==> config.mk <==
export PLATFORM = sky130hd
export DESIGN_NAME = rng_bias_autocorrelation_monitor
export DESIGN_NICKNAME = d
export VERILOG_FILES = /design/src/rtl/rbam_pkg.sv /design/src/rtl/rng_bias_autocorrelation_monitor.sv /design/src/rtl/rbam_front.sv /design/src/rtl/rbam_queue.sv /design/src/rtl/rbam_back.sv
export SDC_FILE = /design/constraint.sdc
export NUM_CORES = 1
export LEC_CHECK = 0
export BUFFER_PORTS_ARGS = -buffer_cell sky130_fd_sc_hd__buf_2
export CAP_MARGIN = 20
export CORE_ASPECT_RATIO = 1.1
export CORE_MARGIN = 4
export CORE_UTILIZATION = 55
export CTS_BUF_LIST = sky130_fd_sc_hd__clkbuf_8
export CTS_CLUSTER_DIAMETER = 50
export DETAILED_ROUTE_END_ITERATION = 6
export PLACE_DENSITY = 0.83
export SYNTH_ARGS = -nofsm -noshare
export SYNTH_HDL_FRONTEND = slang
export SYNTH_SLANG_ARGS = --single-unit
==> constraint.sdc <==
create_clock -name clk_i -period 6.5 [get_ports clk_i]
set_clock_uncertainty 0.05 [all_clocks]
set_input_delay 0.975 -clock clk_i [delete_from_list [all_inputs] [get_ports clk_i]]
set_output_delay 0.975 -clock clk_i [all_outputs]
set_load 0.02 [all_outputs]
==> src/rtl/rbam_pkg.sv <==
// shared types, constants and helpers of the random bit health monitor
// no dependencies
`timescale 1ns / 1ps

package rbam_pkg;

  localparam int RING_DEPTH  = 128;
  localparam int LAG_COUNT   = 16;
  localparam int QUEUE_DEPTH = 2;

  localparam int CNT_W     = 20;
  localparam int IVL_W     = 16;
  localparam int CFG_W     = 20;
  localparam int CFG_IDX_W = 2;
  localparam int KIND_W    = 2;
  localparam int LAG_W     = 5;
  localparam int SUM_W     = 9;

  localparam int RING_AW  = $clog2(RING_DEPTH);
  localparam int WIN_W    = $clog2(RING_DEPTH + 1);
  localparam int LEN_W    = $clog2(RING_DEPTH + LAG_COUNT + 1);
  localparam int ACC_W    = WIN_W + 1;
  localparam int LAG_IW   = (LAG_COUNT > 1) ? $clog2(LAG_COUNT) : 1;
  localparam int QUEUE_AW = (QUEUE_DEPTH > 1) ? $clog2(QUEUE_DEPTH) : 1;
  localparam int QCNT_W   = $clog2(QUEUE_DEPTH + 1);
  localparam int RC_BIT_W = $clog2(CNT_W);

  // stream payload layout
  localparam int IN_DATA_W  = 8;
  localparam int OFS_TOTAL  = 0;
  localparam int OFS_ZEROS  = OFS_TOTAL + CNT_W;
  localparam int OFS_ONES   = OFS_ZEROS + CNT_W;
  localparam int OFS_LAG    = OFS_ONES + CNT_W;
  localparam int OFS_SUM    = OFS_LAG + LAG_W;
  localparam int OUT_USED_W = OFS_SUM + SUM_W;
  localparam int OUT_DATA_W = ((OUT_USED_W + 7) / 8) * 8;

  // register indexes
  localparam logic [CFG_IDX_W-1:0] REG_BIAS_IVL  = 2'd0;
  localparam logic [CFG_IDX_W-1:0] REG_CORR_IVL  = 2'd1;
  localparam logic [CFG_IDX_W-1:0] REG_BIT_LIMIT = 2'd2;

  localparam logic [IVL_W-1:0] BIAS_IVL_RST  = 16'd100;
  localparam logic [IVL_W-1:0] CORR_IVL_RST  = 16'd200;
  localparam logic [CNT_W-1:0] BIT_LIMIT_RST = 20'd10000;

  typedef enum logic [KIND_W-1:0] {
    KIND_BIAS = 2'd0,
    KIND_CORR = 2'd1,
    KIND_FIN  = 2'd2
  } kind_e;

  // front to back command, one per analysed or finishing bit
  typedef struct packed {
    logic             rand_bit;
    logic             analyse;
    logic             do_bias;
    logic             do_corr;
    logic             do_fin;
    logic [CNT_W-1:0] total;
    logic [CNT_W-1:0] zeros;
    logic [CNT_W-1:0] ones;
  } cmd_t;

  typedef struct packed {
    kind_e                    kind;
    logic [CNT_W-1:0]         total;
    logic [CNT_W-1:0]         zeros;
    logic [CNT_W-1:0]         ones;
    logic [LAG_W-1:0]         lag;
    logic signed [SUM_W-1:0]  corr_sum;
    logic                     last;
  } res_t;

  // clamp an accumulator into the signed output range
  function automatic logic signed [SUM_W-1:0] sat_sum(input logic signed [ACC_W-1:0] a);
    logic signed [31:0] w;
    logic signed [31:0] hi;
    logic signed [31:0] lo;
    w  = 32'(a);
    hi = (32'sd1 <<< (SUM_W - 1)) - 32'sd1;
    lo = -(32'sd1 <<< (SUM_W - 1));
    if (w > hi) begin
      w = hi;
    end else if (w < lo) begin
      w = lo;
    end
    return w[SUM_W-1:0];
  endfunction

endpackage

==> src/rtl/rng_bias_autocorrelation_monitor.sv <==
// top level of the random bit health monitor: front end, command queue, back end
// depends on rbam_pkg, rbam_front, rbam_queue, rbam_back
`timescale 1ns / 1ps

// random bit health monitor. one random bit per input request (tdata bit 0, 1 counts as +1,
// 0 as -1). zeros, ones and the total are counted; every bias_interval bits a bias report
// goes out, and every corr_interval bits a burst of LAG_COUNT circular autocorrelation sums
// (lags 1 up) over the last min(total, RING_DEPTH) bits of the ring. once the total reaches
// the bit limit register the next request yields one finished result and everything after
// it is dropped until reset. an interval of zero switches that report off.
// a bit that causes no report is retired without leaving S_IDLE; the front can run one
// request per cycle until the two-entry queue fills. a bias report adds the S_BIAS
// state in the back end. a correlation burst walks W + LAG_COUNT ring reads, one per
// cycle (W = min(total, RING_DEPTH)), then emits one lag result at a time from S_EMIT.
// a write to either interval register restarts a bit-serial rebuild of the bias and
// then the correlation remainder, during which no request is taken. the ring needs no
// clearing after reset: only entries already written are read.

module rng_bias_autocorrelation_monitor (
  input  logic                                clk_i,
  input  logic                                rst_ni,
  // configuration write port
  input  logic                                cfg_we_i,
  input  logic [rbam_pkg::CFG_IDX_W-1:0]      cfg_idx_i,
  input  logic [rbam_pkg::CFG_W-1:0]          cfg_wdata_i,
  // input stream
  input  logic                                s_axis_tvalid,
  output logic                                s_axis_tready,
  input  logic [rbam_pkg::IN_DATA_W-1:0]      s_axis_tdata,  // [0] rand_bit
  // result stream
  output logic                                m_axis_tvalid,
  input  logic                                m_axis_tready,
  // [19:0] total_count, [39:20] zero_count, [59:40] one_count, [64:60] lag,
  // [73:65] corr_sum, rest zero
  output logic [rbam_pkg::OUT_DATA_W-1:0]     m_axis_tdata,
  output logic [rbam_pkg::KIND_W-1:0]         m_axis_tuser,  // [1:0] kind
  output logic                                m_axis_tlast
);
  import rbam_pkg::*;

  logic push, q_full, q_valid, q_pop;
  cmd_t push_cmd, q_cmd;
  res_t res;

  // front: counters and report decisions, runs ahead of the ring walk
  rbam_front u_front (
    .clk_i       (clk_i),
    .rst_ni      (rst_ni),
    .cfg_we_i    (cfg_we_i),
    .cfg_idx_i   (cfg_idx_i),
    .cfg_wdata_i (cfg_wdata_i),
    .in_valid_i  (s_axis_tvalid),
    .in_ready_o  (s_axis_tready),
    .in_bit_i    (s_axis_tdata[0]),
    .q_full_i    (q_full),
    .push_o      (push),
    .push_cmd_o  (push_cmd)
  );

  // decouples the front from a back end busy with a burst
  rbam_queue u_queue (
    .clk_i      (clk_i),
    .rst_ni     (rst_ni),
    .push_i     (push),
    .push_cmd_i (push_cmd),
    .full_o     (q_full),
    .pop_i      (q_pop),
    .valid_o    (q_valid),
    .cmd_o      (q_cmd)
  );

  // back: ring writes in arrival order, reports, correlation walk
  rbam_back u_back (
    .clk_i       (clk_i),
    .rst_ni      (rst_ni),
    .q_valid_i   (q_valid),
    .q_cmd_i     (q_cmd),
    .q_pop_o     (q_pop),
    .out_valid_o (m_axis_tvalid),
    .out_ready_i (m_axis_tready),
    .out_res_o   (res)
  );

  // result packing, lowest field first
  assign m_axis_tdata = {{(OUT_DATA_W - OUT_USED_W){1'b0}}, res.corr_sum, res.lag,
                         res.ones, res.zeros, res.total};
  assign m_axis_tuser = res.kind;
  assign m_axis_tlast = res.last;

endmodule

==> src/rtl/rbam_front.sv <==
// front end: config registers, bit counters, interval remainders, item classification
// depends on rbam_pkg
`timescale 1ns / 1ps

module rbam_front (
  input  logic                            clk_i,
  input  logic                            rst_ni,
  input  logic                            cfg_we_i,
  input  logic [rbam_pkg::CFG_IDX_W-1:0]  cfg_idx_i,
  input  logic [rbam_pkg::CFG_W-1:0]      cfg_wdata_i,
  input  logic                            in_valid_i,
  output logic                            in_ready_o,
  input  logic                            in_bit_i,
  input  logic                            q_full_i,
  output logic                            push_o,
  output rbam_pkg::cmd_t                  push_cmd_o
);
  import rbam_pkg::*;

  logic [IVL_W-1:0]    bias_ivl_q, corr_ivl_q;
  logic [CNT_W-1:0]    bit_limit_q;
  logic [CNT_W-1:0]    total_q, total_d, zeros_q, zeros_d, ones_q, ones_d;
  logic [IVL_W-1:0]    rem_b_q, rem_b_d, rem_c_q, rem_c_d;
  logic                halted_q, halted_d;
  logic                rc_busy_q, rc_busy_d, rc_sel_q, rc_sel_d;
  logic [RC_BIT_W-1:0] rc_bit_q, rc_bit_d;
  logic [IVL_W-1:0]    rc_rem_q, rc_rem_d;

  logic                accept;
  logic                ivl_write;
  logic [IVL_W:0]      rem_sh, rem_sub, div_ext;
  logic [IVL_W-1:0]    rem_nx;
  logic [IVL_W:0]      rem_b_inc, rem_c_inc;
  logic                hit_b, hit_c;

  assign in_ready_o = !rc_busy_q && (halted_q || !q_full_i);
  assign accept     = in_valid_i && in_ready_o;
  assign ivl_write  = cfg_we_i && ((cfg_idx_i == REG_BIAS_IVL) || (cfg_idx_i == REG_CORR_IVL));

  // one restoring remainder step per cycle
  assign div_ext = {1'b0, (rc_sel_q ? corr_ivl_q : bias_ivl_q)};
  assign rem_sh  = {rc_rem_q, total_q[rc_bit_q]};
  assign rem_sub = rem_sh - div_ext;
  assign rem_nx  = (rem_sh >= div_ext) ? rem_sub[IVL_W-1:0] : rem_sh[IVL_W-1:0];

  assign rem_b_inc = {1'b0, rem_b_q} + (IVL_W+1)'(1);
  assign rem_c_inc = {1'b0, rem_c_q} + (IVL_W+1)'(1);
  assign hit_b     = (bias_ivl_q != '0) && (rem_b_inc == {1'b0, bias_ivl_q});
  assign hit_c     = (corr_ivl_q != '0) && (rem_c_inc == {1'b0, corr_ivl_q});

  always_comb begin
    total_d    = total_q;
    zeros_d    = zeros_q;
    ones_d     = ones_q;
    rem_b_d    = rem_b_q;
    rem_c_d    = rem_c_q;
    halted_d   = halted_q;
    rc_busy_d  = rc_busy_q;
    rc_sel_d   = rc_sel_q;
    rc_bit_d   = rc_bit_q;
    rc_rem_d   = rc_rem_q;
    push_o     = 1'b0;
    push_cmd_o = '0;

    if (accept && !halted_q) begin
      push_o              = 1'b1;
      push_cmd_o.rand_bit = in_bit_i;
      if (total_q >= bit_limit_q) begin
        // limit reached: this bit is dropped, only the finish result follows
        push_cmd_o.do_fin = 1'b1;
        push_cmd_o.total  = total_q;
        push_cmd_o.zeros  = zeros_q;
        push_cmd_o.ones   = ones_q;
        halted_d          = 1'b1;
      end else begin
        total_d = total_q + CNT_W'(1);
        if (in_bit_i) begin
          ones_d = ones_q + CNT_W'(1);
        end else begin
          zeros_d = zeros_q + CNT_W'(1);
        end
        rem_b_d = hit_b ? '0 : rem_b_inc[IVL_W-1:0];
        rem_c_d = hit_c ? '0 : rem_c_inc[IVL_W-1:0];
        push_cmd_o.analyse = 1'b1;
        push_cmd_o.do_bias = hit_b;
        push_cmd_o.do_corr = hit_c;
        push_cmd_o.total   = total_d;
        push_cmd_o.zeros   = zeros_d;
        push_cmd_o.ones    = ones_d;
      end
    end

    if (ivl_write) begin
      // new interval: rebuild both remainders from the bit count
      rc_busy_d = 1'b1;
      rc_sel_d  = 1'b0;
      rc_bit_d  = RC_BIT_W'(CNT_W - 1);
      rc_rem_d  = '0;
    end else if (rc_busy_q) begin
      if (rc_bit_q == '0) begin
        if (!rc_sel_q) begin
          rem_b_d  = rem_nx;
          rc_sel_d = 1'b1;
          rc_bit_d = RC_BIT_W'(CNT_W - 1);
          rc_rem_d = '0;
        end else begin
          rem_c_d   = rem_nx;
          rc_busy_d = 1'b0;
        end
      end else begin
        rc_bit_d = rc_bit_q - RC_BIT_W'(1);
        rc_rem_d = rem_nx;
      end
    end
  end

  always_ff @(posedge clk_i or negedge rst_ni) begin
    if (!rst_ni) begin
      bias_ivl_q  <= BIAS_IVL_RST;
      corr_ivl_q  <= CORR_IVL_RST;
      bit_limit_q <= BIT_LIMIT_RST;
    end else if (cfg_we_i) begin
      case (cfg_idx_i)
        REG_BIAS_IVL:  bias_ivl_q  <= cfg_wdata_i[IVL_W-1:0];
        REG_CORR_IVL:  corr_ivl_q  <= cfg_wdata_i[IVL_W-1:0];
        REG_BIT_LIMIT: bit_limit_q <= cfg_wdata_i[CNT_W-1:0];
        default: ;
      endcase
    end
  end

  always_ff @(posedge clk_i or negedge rst_ni) begin
    if (!rst_ni) begin
      total_q   <= '0;
      zeros_q   <= '0;
      ones_q    <= '0;
      rem_b_q   <= '0;
      rem_c_q   <= '0;
      halted_q  <= 1'b0;
      rc_busy_q <= 1'b0;
      rc_sel_q  <= 1'b0;
      rc_bit_q  <= '0;
      rc_rem_q  <= '0;
    end else begin
      total_q   <= total_d;
      zeros_q   <= zeros_d;
      ones_q    <= ones_d;
      rem_b_q   <= rem_b_d;
      rem_c_q   <= rem_c_d;
      halted_q  <= halted_d;
      rc_busy_q <= rc_busy_d;
      rc_sel_q  <= rc_sel_d;
      rc_bit_q  <= rc_bit_d;
      rc_rem_q  <= rc_rem_d;
    end
  end

endmodule

==> src/rtl/rbam_queue.sv <==
// short command queue between front and back end
// depends on rbam_pkg
`timescale 1ns / 1ps

module rbam_queue (
  input  logic           clk_i,
  input  logic           rst_ni,
  input  logic           push_i,
  input  rbam_pkg::cmd_t push_cmd_i,
  output logic           full_o,
  input  logic           pop_i,
  output logic           valid_o,
  output rbam_pkg::cmd_t cmd_o
);
  import rbam_pkg::*;

  cmd_t                slot_q [QUEUE_DEPTH];
  logic [QUEUE_AW-1:0] wr_ptr_q, rd_ptr_q;
  logic [QCNT_W-1:0]   cnt_q;
  logic                do_push, do_pop;

  assign full_o  = (cnt_q == QCNT_W'(QUEUE_DEPTH));
  assign valid_o = (cnt_q != '0);
  assign cmd_o   = slot_q[rd_ptr_q];
  assign do_push = push_i && !full_o;
  assign do_pop  = pop_i && valid_o;

  function automatic logic [QUEUE_AW-1:0] ptr_inc(input logic [QUEUE_AW-1:0] p);
    return (p == QUEUE_AW'(QUEUE_DEPTH - 1)) ? '0 : p + QUEUE_AW'(1);
  endfunction

  always_ff @(posedge clk_i) begin
    if (do_push) begin
      slot_q[wr_ptr_q] <= push_cmd_i;
    end
  end

  always_ff @(posedge clk_i or negedge rst_ni) begin
    if (!rst_ni) begin
      wr_ptr_q <= '0;
      rd_ptr_q <= '0;
      cnt_q    <= '0;
    end else begin
      if (do_push) begin
        wr_ptr_q <= ptr_inc(wr_ptr_q);
      end
      if (do_pop) begin
        rd_ptr_q <= ptr_inc(rd_ptr_q);
      end
      case ({do_push, do_pop})
        2'b10:   cnt_q <= cnt_q + QCNT_W'(1);
        2'b01:   cnt_q <= cnt_q - QCNT_W'(1);
        default: cnt_q <= cnt_q;
      endcase
    end
  end

endmodule

==> src/rtl/rbam_back.sv <==
// back end: bit ring, autocorrelation walk with per-lag accumulators, result register
// depends on rbam_pkg
`timescale 1ns / 1ps

module rbam_back (
  input  logic           clk_i,
  input  logic           rst_ni,
  input  logic           q_valid_i,
  input  rbam_pkg::cmd_t q_cmd_i,
  output logic           q_pop_o,
  output logic           out_valid_o,
  input  logic           out_ready_i,
  output rbam_pkg::res_t out_res_o
);
  import rbam_pkg::*;

  typedef enum logic [4:0] {
    S_IDLE = 5'b00001,
    S_BIAS = 5'b00010,
    S_WALK = 5'b00100,
    S_EMIT = 5'b01000,
    S_FIN  = 5'b10000
  } bstate_e;

  localparam logic signed [ACC_W-1:0] ACC_ONE  = ACC_W'(1);
  localparam logic signed [ACC_W-1:0] ACC_MONE = '1;

  bstate_e state_q, state_d;
  cmd_t    cmd_q, cmd_d;

  logic                     ring_mem [RING_DEPTH];
  logic [RING_AW-1:0]       wpos_q, wpos_d;
  logic                     ring_we, ring_re;
  logic                     rd_data_q;
  logic                     rd_vld_q;

  logic [RING_AW-1:0]       addr_q, addr_d;
  logic [LEN_W-1:0]         iss_cnt_q, iss_cnt_d, proc_cnt_q, proc_cnt_d;
  logic [LAG_COUNT-1:0]     sr_q, sr_d;
  logic [LAG_COUNT:0]       win_bits;
  logic signed [ACC_W-1:0]  acc_q [LAG_COUNT];
  logic signed [ACC_W-1:0]  acc_d [LAG_COUNT];
  logic [LAG_IW-1:0]        emit_idx_q, emit_idx_d;

  logic [WIN_W-1:0]         win, win_m1;
  logic [LEN_W-1:0]         len;
  logic                     walk_init;
  logic                     accum;

  logic                     out_vld_q, out_vld_d;
  res_t                     out_q, res;
  logic                     emit, out_free;

  assign win    = (cmd_q.total >= CNT_W'(RING_DEPTH)) ? WIN_W'(RING_DEPTH)
                                                      : cmd_q.total[WIN_W-1:0];
  assign win_m1 = win - WIN_W'(1);
  assign len    = LEN_W'(win) + LEN_W'(LAG_COUNT);

  assign out_free    = !out_vld_q || out_ready_i;
  assign out_valid_o = out_vld_q;
  assign out_res_o   = out_q;

  // oldest of the last LAG_COUNT+1 ring values sits at the top
  assign win_bits = {sr_q, rd_data_q};
  assign accum    = rd_vld_q && (proc_cnt_q >= LEN_W'(LAG_COUNT));

  always_comb begin
    state_d    = state_q;
    cmd_d      = cmd_q;
    wpos_d     = wpos_q;
    q_pop_o    = 1'b0;
    ring_we    = 1'b0;
    ring_re    = 1'b0;
    walk_init  = 1'b0;
    emit       = 1'b0;
    res        = '0;
    emit_idx_d = emit_idx_q;

    case (state_q)
      S_IDLE: begin
        if (q_valid_i) begin
          q_pop_o = 1'b1;
          cmd_d   = q_cmd_i;
          if (q_cmd_i.analyse) begin
            ring_we = 1'b1;
            wpos_d  = (wpos_q == RING_AW'(RING_DEPTH - 1)) ? '0 : wpos_q + RING_AW'(1);
          end
          if (q_cmd_i.do_fin) begin
            state_d = S_FIN;
          end else if (q_cmd_i.do_bias) begin
            state_d = S_BIAS;
          end else if (q_cmd_i.do_corr) begin
            state_d   = S_WALK;
            walk_init = 1'b1;
          end
        end
      end
      S_BIAS: begin
        if (out_free) begin
          emit      = 1'b1;
          res.kind  = KIND_BIAS;
          res.last  = !cmd_q.do_corr;
          if (cmd_q.do_corr) begin
            state_d   = S_WALK;
            walk_init = 1'b1;
          end else begin
            state_d = S_IDLE;
          end
        end
      end
      S_WALK: begin
        ring_re = (iss_cnt_q < len);
        if (rd_vld_q && (proc_cnt_q == len - LEN_W'(1))) begin
          state_d    = S_EMIT;
          emit_idx_d = '0;
        end
      end
      S_EMIT: begin
        if (out_free) begin
          emit         = 1'b1;
          res.kind     = KIND_CORR;
          res.lag      = LAG_W'(emit_idx_q) + LAG_W'(1);
          res.corr_sum = sat_sum(acc_q[emit_idx_q]);
          res.last     = (emit_idx_q == LAG_IW'(LAG_COUNT - 1));
          if (res.last) begin
            state_d = S_IDLE;
          end else begin
            emit_idx_d = emit_idx_q + LAG_IW'(1);
          end
        end
      end
      S_FIN: begin
        if (out_free) begin
          emit     = 1'b1;
          res.kind = KIND_FIN;
          res.last = 1'b1;
          state_d  = S_IDLE;
        end
      end
      default: state_d = S_IDLE;
    endcase

    res.total = cmd_q.total;
    res.zeros = cmd_q.zeros;
    res.ones  = cmd_q.ones;
  end

  // walk read side: addresses wrap at the window
  always_comb begin
    iss_cnt_d  = iss_cnt_q;
    addr_d     = addr_q;
    proc_cnt_d = proc_cnt_q;
    sr_d       = sr_q;
    if (walk_init) begin
      iss_cnt_d  = '0;
      addr_d     = '0;
      proc_cnt_d = '0;
    end else begin
      if (ring_re) begin
        iss_cnt_d = iss_cnt_q + LEN_W'(1);
        addr_d    = (WIN_W'(addr_q) == win_m1) ? '0 : addr_q + RING_AW'(1);
      end
      if (rd_vld_q) begin
        proc_cnt_d = proc_cnt_q + LEN_W'(1);
        sr_d       = win_bits[LAG_COUNT-1:0];
      end
    end
  end

  // one lane per lag: +1 on a match with the value l+1 places later, -1 otherwise
  always_comb begin
    for (int l = 0; l < LAG_COUNT; l++) begin
      if (walk_init) begin
        acc_d[l] = '0;
      end else if (accum) begin
        acc_d[l] = acc_q[l] +
                   ((win_bits[LAG_COUNT] == win_bits[LAG_COUNT-1-l]) ? ACC_ONE : ACC_MONE);
      end else begin
        acc_d[l] = acc_q[l];
      end
    end
  end

  always_comb begin
    if (emit) begin
      out_vld_d = 1'b1;
    end else if (out_ready_i) begin
      out_vld_d = 1'b0;
    end else begin
      out_vld_d = out_vld_q;
    end
  end

  always_ff @(posedge clk_i) begin
    if (ring_we) begin
      ring_mem[wpos_q] <= q_cmd_i.rand_bit;
    end
    if (ring_re) begin
      rd_data_q <= ring_mem[addr_q];
    end
  end

  always_ff @(posedge clk_i) begin
    cmd_q <= cmd_d;
    sr_q  <= sr_d;
    for (int l = 0; l < LAG_COUNT; l++) begin
      acc_q[l] <= acc_d[l];
    end
    if (emit) begin
      out_q <= res;
    end
  end

  always_ff @(posedge clk_i or negedge rst_ni) begin
    if (!rst_ni) begin
      state_q    <= S_IDLE;
      wpos_q     <= '0;
      rd_vld_q   <= 1'b0;
      addr_q     <= '0;
      iss_cnt_q  <= '0;
      proc_cnt_q <= '0;
      emit_idx_q <= '0;
      out_vld_q  <= 1'b0;
    end else begin
      state_q    <= state_d;
      wpos_q     <= wpos_d;
      rd_vld_q   <= ring_re;
      addr_q     <= addr_d;
      iss_cnt_q  <= iss_cnt_d;
      proc_cnt_q <= proc_cnt_d;
      emit_idx_q <= emit_idx_d;
      out_vld_q  <= out_vld_d;
    end
  end

endmodule

Yosys cells after proc, flatten, opt, wreduce, memory -nomap -nowiden
Memory sizes are Yosys's and may differ from the RTL's. A register that Yosys moved wholly into a read port is not among the register bits.
Cells that the tools add are included.
{ "op_classes": {"addsub": 36, "n_shift": 0, "eq_ne": 41, "mux": 144, "bitwise": 4, "div_mod_pow": 0, "multipliers": 0, "n_reduce_logical": 45, "order_cmp": 8} }
{ "ops": {"columns": ["op", "n"], "rows": [
  ["$mux W9", 49],
  ["$mux W16", 20],
  ["$add A9 B9 Y9", 16],
  ["$mux W5", 13],
  ["$mux W65", 1],
  ["$add A20 B1 Y20 const B", 3],
  ["$mux W60", 1],
  ["$mux W8", 6],
  ["$mux W20", 2],
  ["$mux W1", 35],
  ["$add A16 B1 Y17 const B", 2],
  ["$eq A17 B16 Y1", 2],
  ["$reduce_bool A16 Y1", 2],
  ["$mux W7", 4],
  ["$pmux W5 S5", 1],
  ["$ge A20 B20 Y1", 1],
  ["$ge A20 B8 Y1 const B", 1],
  ["$reduce_and A2 Y1", 10],
  ["$ge A17 B16 Y1", 1],
  ["$add A8 B1 Y8 const B", 2],
  ["$eq A1 B1 Y1", 16],
  ["$reduce_bool A2 Y1", 8],
  ["$sub A16 B16 Y16", 1],
  ["$sub A8 B1 Y8 const B", 2],
  ["46 further kinds", 79]
]} }
{ "totals": {"input_bits": 35, "elab_cells": 318, "ramBits": 402, "latch_bits": 0, "output_inout_bits": 85, "regBits": 367, "mem_bits_ro": 0, "n_memories": 3} }
{ "memory_table": {"columns": ["name", "words", "word_bits", "read_ports", "rd_clocked_by_memory_dff", "wr", "line", "source"], "rows": [
  ["u_back.acc_q", 16, 9, 17, 0, 16, "rbam_back.sv:41", "logic signed [ACC_W-1:0] acc_q [LAG_COUNT];"],
  ["u_queue.slot_q", 2, 65, 1, 0, 1, "rbam_queue.sv:17", "cmd_t slot_q [QUEUE_DEPTH];"],
  ["u_back.ring_mem", 128, 1, 1, 1, 1, "rbam_back.sv:31", "logic ring_mem [RING_DEPTH];"]
]} }

Depth between registers and ports, before layout
{ "depth": {"depth_word": 11, "ltp_mapped": 17, "depth_no_buf": 15} }

Cells and area by module
A second synthesis with hierarchy kept.
{ "hier_totals": {"cells_unflattened": 3596, "area_unflattened_um2": 40685.3} }
{ "modules_own_cells": {"columns": ["mod", "seq_area_each_um2", "area_per_inst_um2", "cells_each", "n_inst"], "rows": [
  ["rbam_back", 12408.2, 24115.6, 2097, 1],
  ["rbam_front", 4217.8, 11472.3, 1272, 1],
  ["rbam_queue", 4003.8, 5048.6, 220, 1],
  ["rng_bias_autocorrelation_monitor", 0.0, 48.8, 7, 1]
]} }

Least setup slack after synthesis
No wires, ideal clock.
{ "synth_timing": {"path_kind": "input port to flip-flop", "from": "input port m_axis_tready", "to": "register u_back.out_q (netlist bit u_back.out_res_o[0]) (enable)", "path_buffers": 1, "setup_ns": 0.512, "slack_ns": 1.490, "path_stages": 3, "required_ns": 5.938, "arrival_ns": 4.447, "cell_sequence": "nor2b_1 > clkbuf_1 > nor2_1"} }
{ "synth_via": {"elab_chain_cells": 3} }
{ "synth_lines": {"columns": ["item", "line", "source"], "rows": [
  ["from (decl)", "rng_bias_autocorrelation_monitor.sv:32", "input logic m_axis_tready,"],
  ["$logic_or A1 B1 Y1", "rbam_back.sv:59", "assign out_free = !out_vld_q || out_ready_i;"],
  ["$mux W1", "rbam_back.sv:99, rbam_back.sv:119, rbam_back.sv:133", null],
  ["$mux W1", null, null],
  ["via u_back.emit", "rbam_back.sv:52", "logic emit, out_free;"],
  ["to (signal assigned)", "rbam_back.sv:210", "out_q <= res;"],
  ["to (decl)", "rbam_back.sv:51", "res_t out_q, res;"]
]} }
The timed path passes the listed nets, and every way through them passes these cells.
A chain may end at the register's enable or synchronous reset.

Final worst setup path
{ "layout_timing": {"from": "register u_front.rc_bit_q[0]", "to": "register u_front.rem_b_q[12]"} }
{ "layout_via": {"elab_chain_cells": 8, "word_cells_on_any_way": 10, "cone_classes": "add/sub: 1; order compare: 1; mux: 7; reduce/logical: 1"} }
{ "layout_lines": {"columns": ["item", "line", "source"], "rows": [
  ["from (decl)", "rbam_front.sv:26", "logic [RC_BIT_W-1:0] rc_bit_q, rc_bit_d;"],
  ["from (signal assigned)", "rbam_front.sv:153", "rc_bit_q <= rc_bit_d;"],
  ["$bmux W1 S5", "rbam_front.sv:42", "assign rem_sh = {rc_rem_q, total_q[rc_bit_q]};"],
  ["$mux W1 (not written as such)", "rbam_front.sv:42", null],
  ["$sub A16 B16 Y16 or $ge A17 B16 Y1 (tied branches)", "rbam_front.sv:43, rbam_front.sv:44", null],
  ["$mux W16", "rbam_front.sv:44", "assign rem_nx = (rem_sh >= div_ext) ? rem_sub[IVL_W-1:0] : rem_sh[IVL_W-1:0];"],
  ["$mux W16", "rbam_front.sv:101", "if (!rc_sel_q) begin"],
  ["$mux W16 (*)", "rbam_front.sv:100", "if (rc_bit_q == '0) begin"],
  ["$mux W16 (*)", "rbam_front.sv:99", "end else if (rc_busy_q) begin"],
  ["$mux W16 (*)", "rbam_front.sv:93", "if (ivl_write) begin"],
  ["via u_front.rem_b_d[12]", "rbam_front.sv:23", "logic [IVL_W-1:0] rem_b_q, rem_b_d, rem_c_q, rem_c_d;"],
  ["to (signal assigned)", "rbam_front.sv:148", "rem_b_q <= rem_b_d;"],
  ["to (decl)", "rbam_front.sv:23", null]
]} }
Mark *: on every way through the listed nets, which the timed path passes. The rest lies on a longest branch. The select of a mux whose other input is x is not followed.

==> impl_metrics.ini <==
[run_status]
status = finished clean

[floorplanning]
io_pins = 120
starting_density_of_the_core_pct = 55.85
floorplan.rows = 103
total_die_area_um2 = 77820
core_area_um2 = 72300
height_of_the_die_um = 292.2
die_width_um = 266.4

[worst_setup_path]
cp-end-kind = flip-flop
timing.setup.critical_path_class = reg2reg
critPathMaxFanout = 10
timing.critical_path.from_type = flip-flop
path_common_cell = mux4_2
worst-endpoint-arrival_ns = 6.01
required_ns = 7.05
cp_cell_sequence = mux4_2 > mux4_2 > nor2b_1 > a31oi_1 > ha_1 > inv_1 > fa_1 > a211oi_1 > o21ai_0 > a2111oi_0 > o31ai_1 > xor2_1 > mux2i_1 > a22oi_1
cpLargestDelayFamily = compound AO/OA/AOI/OAI gates
critical_path.max_stage_delay_ns = 0.73
critical_path_s_slowest_cell = a2111oi_0
critical_path.n_buffers_inverters = 1

[place]
globalplace.congestion = 0.8948
input_output_buffers = 106
placed_area_um2 = 41680
pre_cts_slack_ns = 1.279
post-dp-hpwl_um = 60200

[flow_run]
drv_cap = 0

[timing]
clock.fmax_ghz = 0.1831
rsz0062_at_grt = no
final_hold_violating_endpoints = 0
final_period_minus_worst_setup_slack_ns = 5.460
number_of_failing_setup_endpoints_in_the_final_timing_report = 0
worst_slew_pin_slew_ns = 1.155
finalSetupTns_ns = 0
timing.final.crit_share_pct = 84.00
maxSlewViolCount = 0
finalHoldWorstSlack_ns = 0.1290
final.setup.worst_slack_ns = 1.040
timing.slew.headroom_pct = 22.99

[detailed_routing]
ant_nets = 0
detail_route.first_pass.iterations = 6
route.final.wire_length_um = 91290
detail_route.vias_per_cell = 6.052
drt_iter0_drc = 2552
routed_len_inst_um = 19.29
detail_route.drc_violations = 0
routed-via-count = 28640

[layout]
drive_gt1_share_pct = 15.30
area_delta_synth_final_pct = 9.227
layout.cell_area.non_filler_um2 = 44110
final_net_count = 3903

[grt]
grt_antenna_before_repair = 5
grt_first_pass_wirelength_um = 147400
pin_count_of_the_biggest_net_entering_global_routing = 134
gr-total-overflow = 0
grt_pass1_vias = 28430
grt_util_all_layers_pct = 23.09

[pwr]
ir_worst_vdd_mv = 0.2268
power.static_leakage_nw = 17.01
power_per_cell_area_nw_per_um2 = 320.9

[clock_network]
cts_tree = built
cts_made_buffers = 120
post_cts.repair.setup_buffers = 0
clockRootBuffer = clkbuf_8
clock_path_buffers = 3
insertion_delay_ns = 0.75
cts.repair.resized = 0
clkSlewWorstSetupHoldPaths_ns = 0.06
cts.sinks = 770
cts.htree.levels = 3
cts_hold_repair.buffers = 0

[yosys]
synthesis.instances = 3604
netlist-cell-type-count = 84
postSynth.topFlopCell = edfxtp_1
netlist.top_cell.by_area = edfxtp_1
yosysSeqAreaShare_pct = 51.09
post_syn_area_per_cell_um2 = 11.20
synth-edff-count = 413
yosys_warnings = 0
synth.top_cell.area_share_pct = 30.71
synth.area.top_cells = edfxtp_1, dfrtp_1, dfxtp_1
synth_area_um2 = 40380
synth.ff_latch_count = 770
asyncSetResetFlopFracSynth_pct = 27.66

[min_path]
hp-class = in2async
## Yosys cell counts (20+ instances only)
master and n:
nor3_1 71, buf_1 24, and3_1 25, a2111oi_0 23, a21o_1 46, dfxtp_1 144, nor4_1 39, mux4_2 93
or2_2 26, clkbuf_1 141, o21bai_1 39, xor2_1 80, a22oi_1 24, a31oi_1 32, xnor2_1 246, nand3_1 58
o21ai_0 105, or3_1 53, nor2_1 420, edfxtp_1 413, a211oi_1 23, inv_1 101, ha_1 172, nor3b_1 31
dfrtp_1 201, mux2_2 119, a21oi_1 252, mux2i_1 35, nand2_1 261, nand4b_1 20, nor2b_1 29, nand4_1 40
## worst reg2reg max path: stages (launching register included)
cell and delay, ns:
dfrtp_1 0.60, mux4_2 0.58, mux4_2 0.49, nor2b_1 0.14
a31oi_1 0.41, ha_1 0.26, inv_1 0.06, fa_1 0.42
a211oi_1 0.33, o21ai_0 0.26, a2111oi_0 0.73, o31ai_1 0.21
xor2_1 0.18, mux2i_1 0.40, a22oi_1 0.17
## where the power goes
| group | leakage (nW) | internal [mW] | switching [mW] |
|---|---|---|---|
| Sequential | 7.56 | 5.97 | 0.567 |
| Combinational | 8.06 | 1.43 | 2.19 |
| Clock | 1.38 | 2.04 | 1.97 |
## flip-flops by register name, indices dropped and copies added (netlist names), 20 cells and up
register and cells:
u_back.acc_q 144, u_queue.slot_q 130, u_back.ring_mem 128, u_back.out_res_o 77, u_back.cmd_q 61, u_front.bit_limit_q 20, u_front.ones_q 20, u_front.total_q 20
u_front.zeros_q 20
## routing by layer
metal / track usage (%) / up-vias / wire [µm]
met4: 10.26 / 2 / 3950
met5: 0 / - / 14
met1: 29.34 / 14040 / 36280
li1: - / 13290 / -
met3: 3.902 / 234 / 5942
met2: 39.14 / 1083 / 45100
## kinds of logic after synthesis
group,synth area share [%]
flip-flops,51.09
other,0.009286
multiplexers,9.410
XOR/XNOR,7.126
AND/OR/NAND/NOR,13.52
AO/OA/AOI/OAI,9.825
buffers and inverters,2.801
adder cells (fa/ha/maj),6.225
## final cells by class
| class | instances | area, µm² |
|---|---|---|
| tap | 945 | 1182 |
| sequential | 770 | 20630 |
| timing repair buffer | 134 | 763.2 |
| clock buffer | 133 | 1831 |
| clock inverter | 94 | 589.3 |
| antenna | 4 | 10.01 |
| inverter | 101 | 379.1 |
| multi-input combinational | 2552 | 18720 |
| fill | 5525 | 28190 |
## cells in the final DEF (no fill, tap or decap), drive strengths merged, types with 27 or more instances in the layout
| master | count |
|---|---|
| o21ai | 108 |
| clkbuf | 133 |
| nand3 | 58 |
| clkinv | 48 |
| xnor2 | 246 |
| or2 | 27 |
| mux4 | 93 |
| dfrtp | 201 |
| nor3b | 31 |
| nor3 | 71 |
| edfxtp | 413 |
| xor2 | 80 |
| nor2b | 29 |
| nand2 | 261 |
| mux2i | 35 |
| buf | 134 |
| nor4 | 41 |
| o21bai | 39 |
| inv | 143 |
| a21o | 52 |
| a31oi | 32 |
| or3 | 53 |
| nor2 | 420 |
| ha | 172 |
| dfxtp | 144 |
| mux2 | 120 |
| a21oi | 253 |
| nand4 | 41 |
## through the flow
stage               power (mW)  instances  util, %
floorplan                9.092       3609        -
global placement         10.04       4501    57.64
detailed placement       10.17       4502    57.65
CTS                      14.17       4729    60.99
global route             14.85       4733    61.01
finish                   14.16       4733    61.01
## path summary, 6_finish.rpt
kind                                     start  slack, ns                   end  cells after the start
setup / recovery           u_front.rc_bit_q[0]       1.04   u_front.rem_b_q[12]                     14
hold / removal                          rst_ni       0.13    u_front.ones_q[16]                      1
setup reg to reg           u_front.rc_bit_q[0]       1.04   u_front.rem_b_q[12]                     14
hold reg to reg                u_back.cmd_q[7]       0.36  u_back.out_res_o[22]                      0
max in group asynchronous               rst_ni       5.04      u_back.addr_q[0]                      2
min in group clk_i             u_back.cmd_q[7]       0.36  u_back.out_res_o[22]                      0
No activity file was read; power rests on OpenSTA's default activity.
